[src/rtl/frt_pkg.sv]
// Shared types, codes and defaults of the fragment reassembly tracker.
package frt_pkg;

    localparam int PLEN_W = 11;
    localparam int ID_W   = 16;
    localparam int LEN_W  = 11;

    localparam int DEF_MAX_TRANSFER_BYTES = 1024;
    localparam int DEF_HEADER_BYTES       = 8;
    localparam int DEF_QUEUE_DEPTH        = 2;

    typedef enum logic [1:0] {
        ACT_NONE,
        ACT_RESET_ACK,
        ACT_FAIL_BIG,
        ACT_COMPLETE
    } t_action;

    typedef enum logic [2:0] {
        DROP_NONE,
        DROP_SHORT,
        DROP_FIRST_SEQ,
        DROP_WRONG_MSG,
        DROP_WRONG_SEQ
    } t_drop;

    typedef struct packed {
        logic              too_short;
        logic              reset_ack;
        logic              flag_reset;
        logic              flag_first;
        logic              flag_last;
        logic [PLEN_W-1:0] payload;
        logic [ID_W-1:0]   message_id;
        logic [ID_W-1:0]   sequence_id;
    } t_item;

    typedef struct packed {
        t_action          reply_action;
        t_drop            drop_reason;
        logic             store_enable;
        logic [LEN_W-1:0] store_offset;
        logic [LEN_W-1:0] store_length;
        logic [LEN_W-1:0] message_length;
    } t_result;

endpackage

[src/rtl/fragment_reassembly_tracker_unit.sv]
// Top level of the fragment reassembly tracker.
// One packet header per cycle is taken while o_ready is high, and one result per header
// is delivered, in order. The front classifies a header in the cycle of its transfer and
// pushes it into a short queue; the back makes the state-dependent decision (message and
// sequence checks, room check, fill update) on the queue head and holds the result in an
// output register, which the header reaches after the queue. A stall on the output side
// fills the queue before o_ready drops. Headers with a reset flag and no payload return a
// reset ack; every other header not too short is checked against the current transfer.
module fragment_reassembly_tracker_unit import frt_pkg::*; #(
    parameter int MAX_TRANSFER_BYTES = DEF_MAX_TRANSFER_BYTES,
    parameter int HEADER_BYTES       = DEF_HEADER_BYTES,
    parameter int QUEUE_DEPTH        = DEF_QUEUE_DEPTH
) (
    input  logic              i_clk,
    input  logic              i_rst_n,
    input  logic              i_valid,
    output logic              o_ready,
    input  logic [PLEN_W-1:0] i_packet_len,
    input  logic              i_flag_reset,
    input  logic              i_flag_first,
    input  logic              i_flag_last,
    input  logic [ID_W-1:0]   i_message_id,
    input  logic [ID_W-1:0]   i_sequence_id,
    output logic              o_valid,
    input  logic              i_ready,
    output logic [1:0]        o_reply_action,
    output logic [2:0]        o_drop_reason,
    output logic              o_store_enable,
    output logic [LEN_W-1:0]  o_store_offset,
    output logic [LEN_W-1:0]  o_store_length,
    output logic [LEN_W-1:0]  o_message_length
);

    logic    push;
    t_item   push_item;
    logic    queue_ready;
    logic    head_valid;
    t_item   head_item;
    logic    back_ready;
    t_result result;

    frt_front #(
        .HEADER_BYTES (HEADER_BYTES)
    ) u_front (
        .i_valid       (i_valid),
        .o_ready       (o_ready),
        .i_packet_len  (i_packet_len),
        .i_flag_reset  (i_flag_reset),
        .i_flag_first  (i_flag_first),
        .i_flag_last   (i_flag_last),
        .i_message_id  (i_message_id),
        .i_sequence_id (i_sequence_id),
        .o_push        (push),
        .o_item        (push_item),
        .i_queue_ready (queue_ready)
    );

    frt_queue #(
        .DEPTH (QUEUE_DEPTH)
    ) u_queue (
        .i_clk   (i_clk),
        .i_rst_n (i_rst_n),
        .i_push  (push),
        .i_item  (push_item),
        .o_ready (queue_ready),
        .i_pop   (back_ready),
        .o_valid (head_valid),
        .o_item  (head_item)
    );

    frt_back #(
        .MAX_TRANSFER_BYTES (MAX_TRANSFER_BYTES)
    ) u_back (
        .i_clk        (i_clk),
        .i_rst_n      (i_rst_n),
        .i_item_valid (head_valid),
        .i_item       (head_item),
        .o_item_ready (back_ready),
        .o_valid      (o_valid),
        .i_ready      (i_ready),
        .o_result     (result)
    );

    assign o_reply_action   = result.reply_action;
    assign o_drop_reason    = result.drop_reason;
    assign o_store_enable   = result.store_enable;
    assign o_store_offset   = result.store_offset;
    assign o_store_length   = result.store_length;
    assign o_message_length = result.message_length;

endmodule

[src/rtl/frt_front.sv]
// Front end: accepts packet headers and classifies what does not depend on state.
module frt_front import frt_pkg::*; #(
    parameter int HEADER_BYTES = DEF_HEADER_BYTES
) (
    input  logic              i_valid,
    output logic              o_ready,
    input  logic [PLEN_W-1:0] i_packet_len,
    input  logic              i_flag_reset,
    input  logic              i_flag_first,
    input  logic              i_flag_last,
    input  logic [ID_W-1:0]   i_message_id,
    input  logic [ID_W-1:0]   i_sequence_id,
    output logic              o_push,
    output t_item             o_item,
    input  logic              i_queue_ready
);

    localparam logic [PLEN_W-1:0] HDR = PLEN_W'(HEADER_BYTES);

    assign o_ready = i_queue_ready;
    assign o_push  = i_valid && i_queue_ready;

    always_comb begin
        o_item.too_short   = i_packet_len < HDR;
        o_item.reset_ack   = i_flag_reset && (i_packet_len == HDR);
        o_item.flag_reset  = i_flag_reset;
        o_item.flag_first  = i_flag_first;
        o_item.flag_last   = i_flag_last;
        o_item.payload     = i_packet_len - HDR;
        o_item.message_id  = i_message_id;
        o_item.sequence_id = i_sequence_id;
    end

endmodule

[src/rtl/frt_queue.sv]
// Short FIFO of classified items between front and back.
module frt_queue import frt_pkg::*; #(
    parameter int DEPTH = DEF_QUEUE_DEPTH
) (
    input  logic  i_clk,
    input  logic  i_rst_n,
    input  logic  i_push,
    input  t_item i_item,
    output logic  o_ready,
    input  logic  i_pop,
    output logic  o_valid,
    output t_item o_item
);

    localparam int PTR_W = (DEPTH > 1) ? $clog2(DEPTH) : 1;
    localparam int CNT_W = $clog2(DEPTH + 1);
    localparam logic [PTR_W-1:0] LAST = PTR_W'(DEPTH - 1);

    t_item            r_mem [DEPTH];
    logic [PTR_W-1:0] r_wr_ptr;
    logic [PTR_W-1:0] r_rd_ptr;
    logic [CNT_W-1:0] r_count;
    logic             do_pop;

    assign o_ready = r_count != CNT_W'(DEPTH);
    assign o_valid = r_count != '0;
    assign o_item  = r_mem[r_rd_ptr];
    assign do_pop  = i_pop && o_valid;

    always_ff @(posedge i_clk) begin
        if (i_push) begin
            r_mem[r_wr_ptr] <= i_item;
        end
    end

    always_ff @(posedge i_clk) begin
        if (!i_rst_n) begin
            r_wr_ptr <= '0;
            r_rd_ptr <= '0;
            r_count  <= '0;
        end else begin
            if (i_push) begin
                r_wr_ptr <= (r_wr_ptr == LAST) ? '0 : r_wr_ptr + PTR_W'(1);
            end
            if (do_pop) begin
                r_rd_ptr <= (r_rd_ptr == LAST) ? '0 : r_rd_ptr + PTR_W'(1);
            end
            if (i_push && !do_pop) begin
                r_count <= r_count + CNT_W'(1);
            end else if (do_pop && !i_push) begin
                r_count <= r_count - CNT_W'(1);
            end
        end
    end

endmodule

[src/rtl/frt_back.sv]
// Back end: transfer state, per-packet decision and output register.
module frt_back import frt_pkg::*; #(
    parameter int MAX_TRANSFER_BYTES = DEF_MAX_TRANSFER_BYTES
) (
    input  logic    i_clk,
    input  logic    i_rst_n,
    input  logic    i_item_valid,
    input  t_item   i_item,
    output logic    o_item_ready,
    output logic    o_valid,
    input  logic    i_ready,
    output t_result o_result
);

    localparam int FILL_W = $clog2(MAX_TRANSFER_BYTES + 1);
    localparam int W      = (FILL_W > PLEN_W) ? FILL_W : PLEN_W;
    localparam logic [W-1:0] MAX_W = W'(MAX_TRANSFER_BYTES);

    logic              r_in_transfer;
    logic [ID_W-1:0]   r_cur_msg;
    logic [ID_W-1:0]   r_exp_seq;
    logic [FILL_W-1:0] r_fill;
    logic              r_out_valid;
    t_result           r_result;

    logic              n_in_transfer;
    logic [ID_W-1:0]   n_cur_msg;
    logic [ID_W-1:0]   n_exp_seq;
    logic [FILL_W-1:0] n_fill;
    t_result           n_result;

    logic              pop;
    logic              go;
    logic [W-1:0]      fill_w;
    logic [W-1:0]      pay_w;
    logic [W-1:0]      room;
    logic [W-1:0]      new_fill;

    assign o_item_ready = !r_out_valid || i_ready;
    assign pop          = i_item_valid && o_item_ready;
    assign o_valid      = r_out_valid;
    assign o_result     = r_result;

    always_comb begin
        n_in_transfer = r_in_transfer;
        n_cur_msg     = r_cur_msg;
        n_exp_seq     = r_exp_seq;
        n_fill        = r_fill;
        go            = 1'b0;
        fill_w        = '0;
        pay_w         = W'(i_item.payload);
        room          = '0;
        new_fill      = '0;
        n_result      = '0;
        n_result.reply_action = ACT_NONE;
        n_result.drop_reason  = DROP_NONE;

        if (i_item.too_short) begin
            n_result.drop_reason = DROP_SHORT;
        end else if (i_item.reset_ack) begin
            n_in_transfer = 1'b0;
            n_cur_msg     = '0;
            n_exp_seq     = '0;
            n_fill        = '0;
            n_result.reply_action = ACT_RESET_ACK;
        end else begin
            if (i_item.flag_reset) begin
                n_in_transfer = 1'b0;
                n_cur_msg     = '0;
                n_exp_seq     = '0;
                n_fill        = '0;
            end
            go = 1'b1;
            if (!n_in_transfer) begin
                if (i_item.flag_first) begin
                    n_fill        = '0;
                    n_in_transfer = 1'b1;
                    n_exp_seq     = i_item.sequence_id;
                    n_cur_msg     = i_item.message_id;
                    if (i_item.sequence_id != '0) begin
                        n_in_transfer = 1'b0;
                        n_cur_msg     = '0;
                        n_exp_seq     = '0;
                        n_fill        = '0;
                        n_result.drop_reason = DROP_FIRST_SEQ;
                        go = 1'b0;
                    end
                end
            end else if (i_item.message_id != n_cur_msg) begin
                n_in_transfer = 1'b0;
                n_result.drop_reason = DROP_WRONG_MSG;
                go = 1'b0;
            end else begin
                n_exp_seq = n_exp_seq + ID_W'(1);
                if (n_exp_seq != i_item.sequence_id) begin
                    n_in_transfer = 1'b0;
                    n_result.drop_reason = DROP_WRONG_SEQ;
                    go = 1'b0;
                end
            end

            if (go) begin
                fill_w   = W'(n_fill);
                room     = (fill_w <= MAX_W) ? MAX_W - fill_w : '0;
                new_fill = fill_w + pay_w;
                if (room < pay_w) begin
                    n_in_transfer = 1'b0;
                    n_cur_msg     = '0;
                    n_exp_seq     = '0;
                    n_fill        = '0;
                    n_result.reply_action = ACT_FAIL_BIG;
                end else begin
                    n_result.store_enable = 1'b1;
                    n_result.store_offset = fill_w[LEN_W-1:0];
                    n_result.store_length = i_item.payload;
                    if (i_item.flag_last) begin
                        n_result.reply_action   = ACT_COMPLETE;
                        n_result.message_length = new_fill[LEN_W-1:0];
                        n_in_transfer = 1'b0;
                        n_cur_msg     = '0;
                        n_exp_seq     = '0;
                        n_fill        = '0;
                    end else begin
                        n_fill = new_fill[FILL_W-1:0];
                    end
                end
            end
        end
    end

    always_ff @(posedge i_clk) begin
        if (pop) begin
            r_result <= n_result;
        end
    end

    always_ff @(posedge i_clk) begin
        if (!i_rst_n) begin
            r_in_transfer <= 1'b0;
            r_cur_msg     <= '0;
            r_exp_seq     <= '0;
            r_fill        <= '0;
            r_out_valid   <= 1'b0;
        end else begin
            if (pop) begin
                r_in_transfer <= n_in_transfer;
                r_cur_msg     <= n_cur_msg;
                r_exp_seq     <= n_exp_seq;
                r_fill        <= n_fill;
                r_out_valid   <= 1'b1;
            end else if (i_ready) begin
                r_out_valid   <= 1'b0;
            end
        end
    end

endmodule

[config.mk]
export PLATFORM = sky130hd
export DESIGN_NAME = fragment_reassembly_tracker_unit
export DESIGN_NICKNAME = d
export VERILOG_FILES = /design/src/rtl/frt_pkg.sv /design/src/rtl/fragment_reassembly_tracker_unit.sv /design/src/rtl/frt_front.sv /design/src/rtl/frt_queue.sv /design/src/rtl/frt_back.sv
export SDC_FILE = /design/constraint.sdc
export NUM_CORES = 1
export LEC_CHECK = 0
export ABC_AREA = 0
export ABC_CLOCK_PERIOD_IN_PS = 7050
export BUFFER_PORTS_ARGS = -buffer_cell sky130_fd_sc_hd__buf_4
export CAP_MARGIN = 10
export CORE_ASPECT_RATIO = 0.8
export CORE_MARGIN = 3
export CORE_UTILIZATION = 53
export DETAILED_ROUTE_END_ITERATION = 6
export PLACE_DENSITY = 0.69
export SYNTH_ARGS = -nofsm -noshare
export SYNTH_HDL_FRONTEND = slang
export SYNTH_HIERARCHICAL = 1
export SYNTH_SLANG_ARGS = --single-unit
export TNS_END_PERCENT = 20
[constraint.sdc]
create_clock -name i_clk -period 7.05 [get_ports i_clk]
set_input_delay 1.41 -clock i_clk [delete_from_list [all_inputs] [get_ports i_clk]]
set_output_delay 1.41 -clock i_clk [all_outputs]
set_load 0.01 [all_outputs]
==> run metrics <==
outcome finished, final reports clean; WHS Endpoint u_back/r_fill[5]; Fin Setup TNS 0 ps; root buffer cell clkbuf_16; clock buffer count from CTS 17; total vias in the final route 6798; hold slack final 503 ps; WL met2 9180 um; DIE AREA 20100 um2; area leader, netlist edfxtp_1; Metal-1 WL 11100 um; Max-slew headroom 18.0%; Sink Count 185; Final Hold Viols 0; Slew Viols, Final 0; Max clock buf depth 2; Synth Cell Area 9780 um2; First DRT Iteration DRCs 677; GRT Util Overall 22.3%; total placed cells including tap cells 1120; Power Density 331 nW/um2; CP Class reg2reg; Worst Hold Class reg2reg; clock transition at the registers of the reported paths 70 ps; Hold Path Depth 2; proportion of layout cells with a drive suffix above 1 16.6%; largest net degree at the start of global routing 49; number of synthesized flops with an enable pin 135; startpoint types flop; Synth cell types 75; CTS tree yes; Die Y 128 um; Worst Setup End Kind flop; Residual DRC 0; Post-DP HPWL 16300 um; Crit path largest cell delay 1020 ps; router iterations before antenna repair 5; minimum clock period 6100 ps; most used cell, CP nor2_1; VDD IR max 0.000236 V; # hold bufs at CTS 0; cells after synthesis 872; final worst-path cycle share 86.5%; initial core utilization 55.3%; crit-path max FO 16; mean post-synth cell area 11.2 um2; DR top layer met4; commonest register cell after synthesis edfxtp_1; Post-Route Utilization 61.8%; WP data required 7410 ps; Routed WL per cell 19.2 um; Non-Filler Instances 1153; Die W 158 um; vias in the first global route 6538; RR Endpoint u_back/r_cur_msg[14]; grt ovf 0; layout overhead on the synthesized area 11.9%; Clock Latency Late Sink 420 ps; first-pass GRT wire length 35100 um; Routed Antenna Nets 0; GP Congestion 0.916; Synth area leaders edfxtp_1 41%, dfxtp_1 10%, mux2_1 5.5%; sequential cell area fraction in the yosys report 51.7%; clk_skew 11.8 ps; Antenna diodes 0; R2R depth 18; Clock H-tree levels 4; placed inst area 10300 um2; Net Count, Synth 947; PortBufs 90; R2R setup slack 950 ps; Yosys warnings 6; # Max-Cap Violations 0; Rows 43; Vias/cell 5.90; worst path cell trace mux2_1 > a21oi_1 > nand2_1 > ha_1 > o21bai_1 > a41oi_1 > nand2b_1 > nor2_1 > ha_1 > and3_1 > or3b_2 > a2111oi_0 > nor2_1 > nor2_1 > nor2_1 > o21a_1 > o21ai_1 > a22o_1; final setup violation count 0; share of the synthesized area in the top cell type 41.4%; I/O pin cnt 91; Seq cells post-synth 185; Core Region 17700 um2; slowest CP cell o21ai_1; Final #Nets 990; FMAX 164 MHz; Worst Path Arrival 6460 ps; post-CTS sizing 0; postcts setup bufs 0; Hold Crit Start u_back/r_fill[5]; drt total wl 22100 um; met3 WL 1530 um; Slew @ Worst Pin 1220 ps; antenna violations before repair 0; Leak 0.00415 uW; Design Area, Final 10900 um2; asr flop ratio synth 0%; RSZ-0062 raised after global routing false
## critical path, delay by kind of cell, from the launching register on
| family | cells | cell delay (ps) |
|---|---|---|
| compound gates | 7 | 2990 |
| simple gates | 8 | 1570 |
| fa+ha+maj | 2 | 630 |
| mux | 1 | 460 |
| flops | 1 | 390 |
## synth_stat cells (3+ instances only)
library cell,n
o21ai_0,32
ha_1,24
a21o_1,6
o21a_1,6
a21oi_1,22
edfxtp_1,135
mux2i_1,13
a21boi_0,3
a41oi_1,3
nor2b_1,13
o21bai_1,7
nand3_1,11
xor2_1,12
nor2_1,71
nor3_1,16
a32oi_1,4
nand4_1,15
dfxtp_1,50
clkbuf_1,23
nand2b_1,12
buf_4,42
or2_2,5
xnor2_1,39
nor4_1,7
inv_1,32
a31oi_1,3
buf_6,3
nand3b_1,6
a22o_1,28
a2bb2oi_1,3
and2_1,26
and3_1,12
nor4b_1,8
nand2_1,53
buf_2,7
o31ai_1,13
o41ai_1,3
o211ai_1,4
mux2_1,48
or3_1,3
## power breakdown
part	switching (uW)	internal [uW]	total, uW
Combinational	761	462	1220
Sequential	59.4	1400	1460
Clock	413	528	940
## layer usage
metal	vias to the layer above	global-route usage, %
li1	3253	-
met5	-	0
met2	258	31.2
met4	0	5.26
met1	3269	35.3
met3	18	4.77
## worst max path at each step
stage                     slack, ps  depth (start not counted)                   end  from
after floorplan                 960                         26   u_back/r_cur_msg[0]  flop
after global placement         1290                         19   u_back/r_cur_msg[5]  flop
after detailed placement       1110                         18  u_back/r_cur_msg[14]  flop
after CTS                      1060                         18  u_back/r_cur_msg[14]  flop
after global routing            570                         18  u_back/r_cur_msg[10]  flop
final                           950                         18  u_back/r_cur_msg[14]  flop
## area by class of cell
type,count,area (um2)
fill,1390,6760
sequential,185,5060
multi-input combinational,577,4130
timing repair buffer,101,771
clock buffer,19,433
tap,225,282
clock inverter,13,143
inverter,33,129
## cells in the final DEF, fill, tap and decap left out, types with 3 or more instances in the layout
cell	synthesis	routed
o21ai_0	32	32
nand2_1	53	53
a21o_1	6	6
nor4_1	7	7
ha_1	24	24
inv_1	32	32
a31oi_1	3	3
or3_1	3	3
a41oi_1	3	3
o21a_1	6	6
a32oi_1	4	4
edfxtp_1	135	135
nand4_1	15	15
clkinv_2	0	4
or2_2	5	5
a2bb2oi_1	3	3
a22o_1	28	28
xor2_1	12	12
o211ai_1	4	4
dfxtp_1	50	49
nor3_1	16	16
buf_4	42	100
nor4b_1	8	8
a21boi_0	3	3
and2_1	26	25
and3_1	12	12
xnor2_1	39	39
nand2b_1	12	12
mux2i_1	13	13
mux2_1	48	48
a21oi_1	22	22
o41ai_1	3	3
clkbuf_16	0	17
nor2b_1	13	12
nand3_1	11	11
o31ai_1	13	13
inv_6	1	5
o21bai_1	7	7
nor2_1	71	71
nand3b_1	6	6
## state kept, by name, summed over array words and instances, names as in the netlist, named ones only
register / count
u_queue/r_mem: 96
u_back/o_result: 39
u_back/r_cur_msg: 16
u_back/r_exp_seq: 16
u_back/r_fill: 11
u_queue/r_count: 2
u_back/o_valid: 1
u_back/r_in_transfer: 1
u_queue/r_rd_ptr: 1
u_queue/r_wr_ptr: 1
## metrics by stage
step                      power, uW  worst slack [ps]
after global routing           3820               567
final                          3620               954
after detailed placement       2690              1110
after floorplan                2300               963
after CTS                      3630              1060
after global placement         2650              1290
## cells by family after synthesis
family          share of synthesized area, %
fa+ha+maj                               3.27
mux                                     7.09
simple gates                            15.8
buf+inv                                 6.20
compound gates                          11.4
xor+xnor                                4.57
flops                                   51.7
Note: power is estimated with default switching activity, not from simulation.
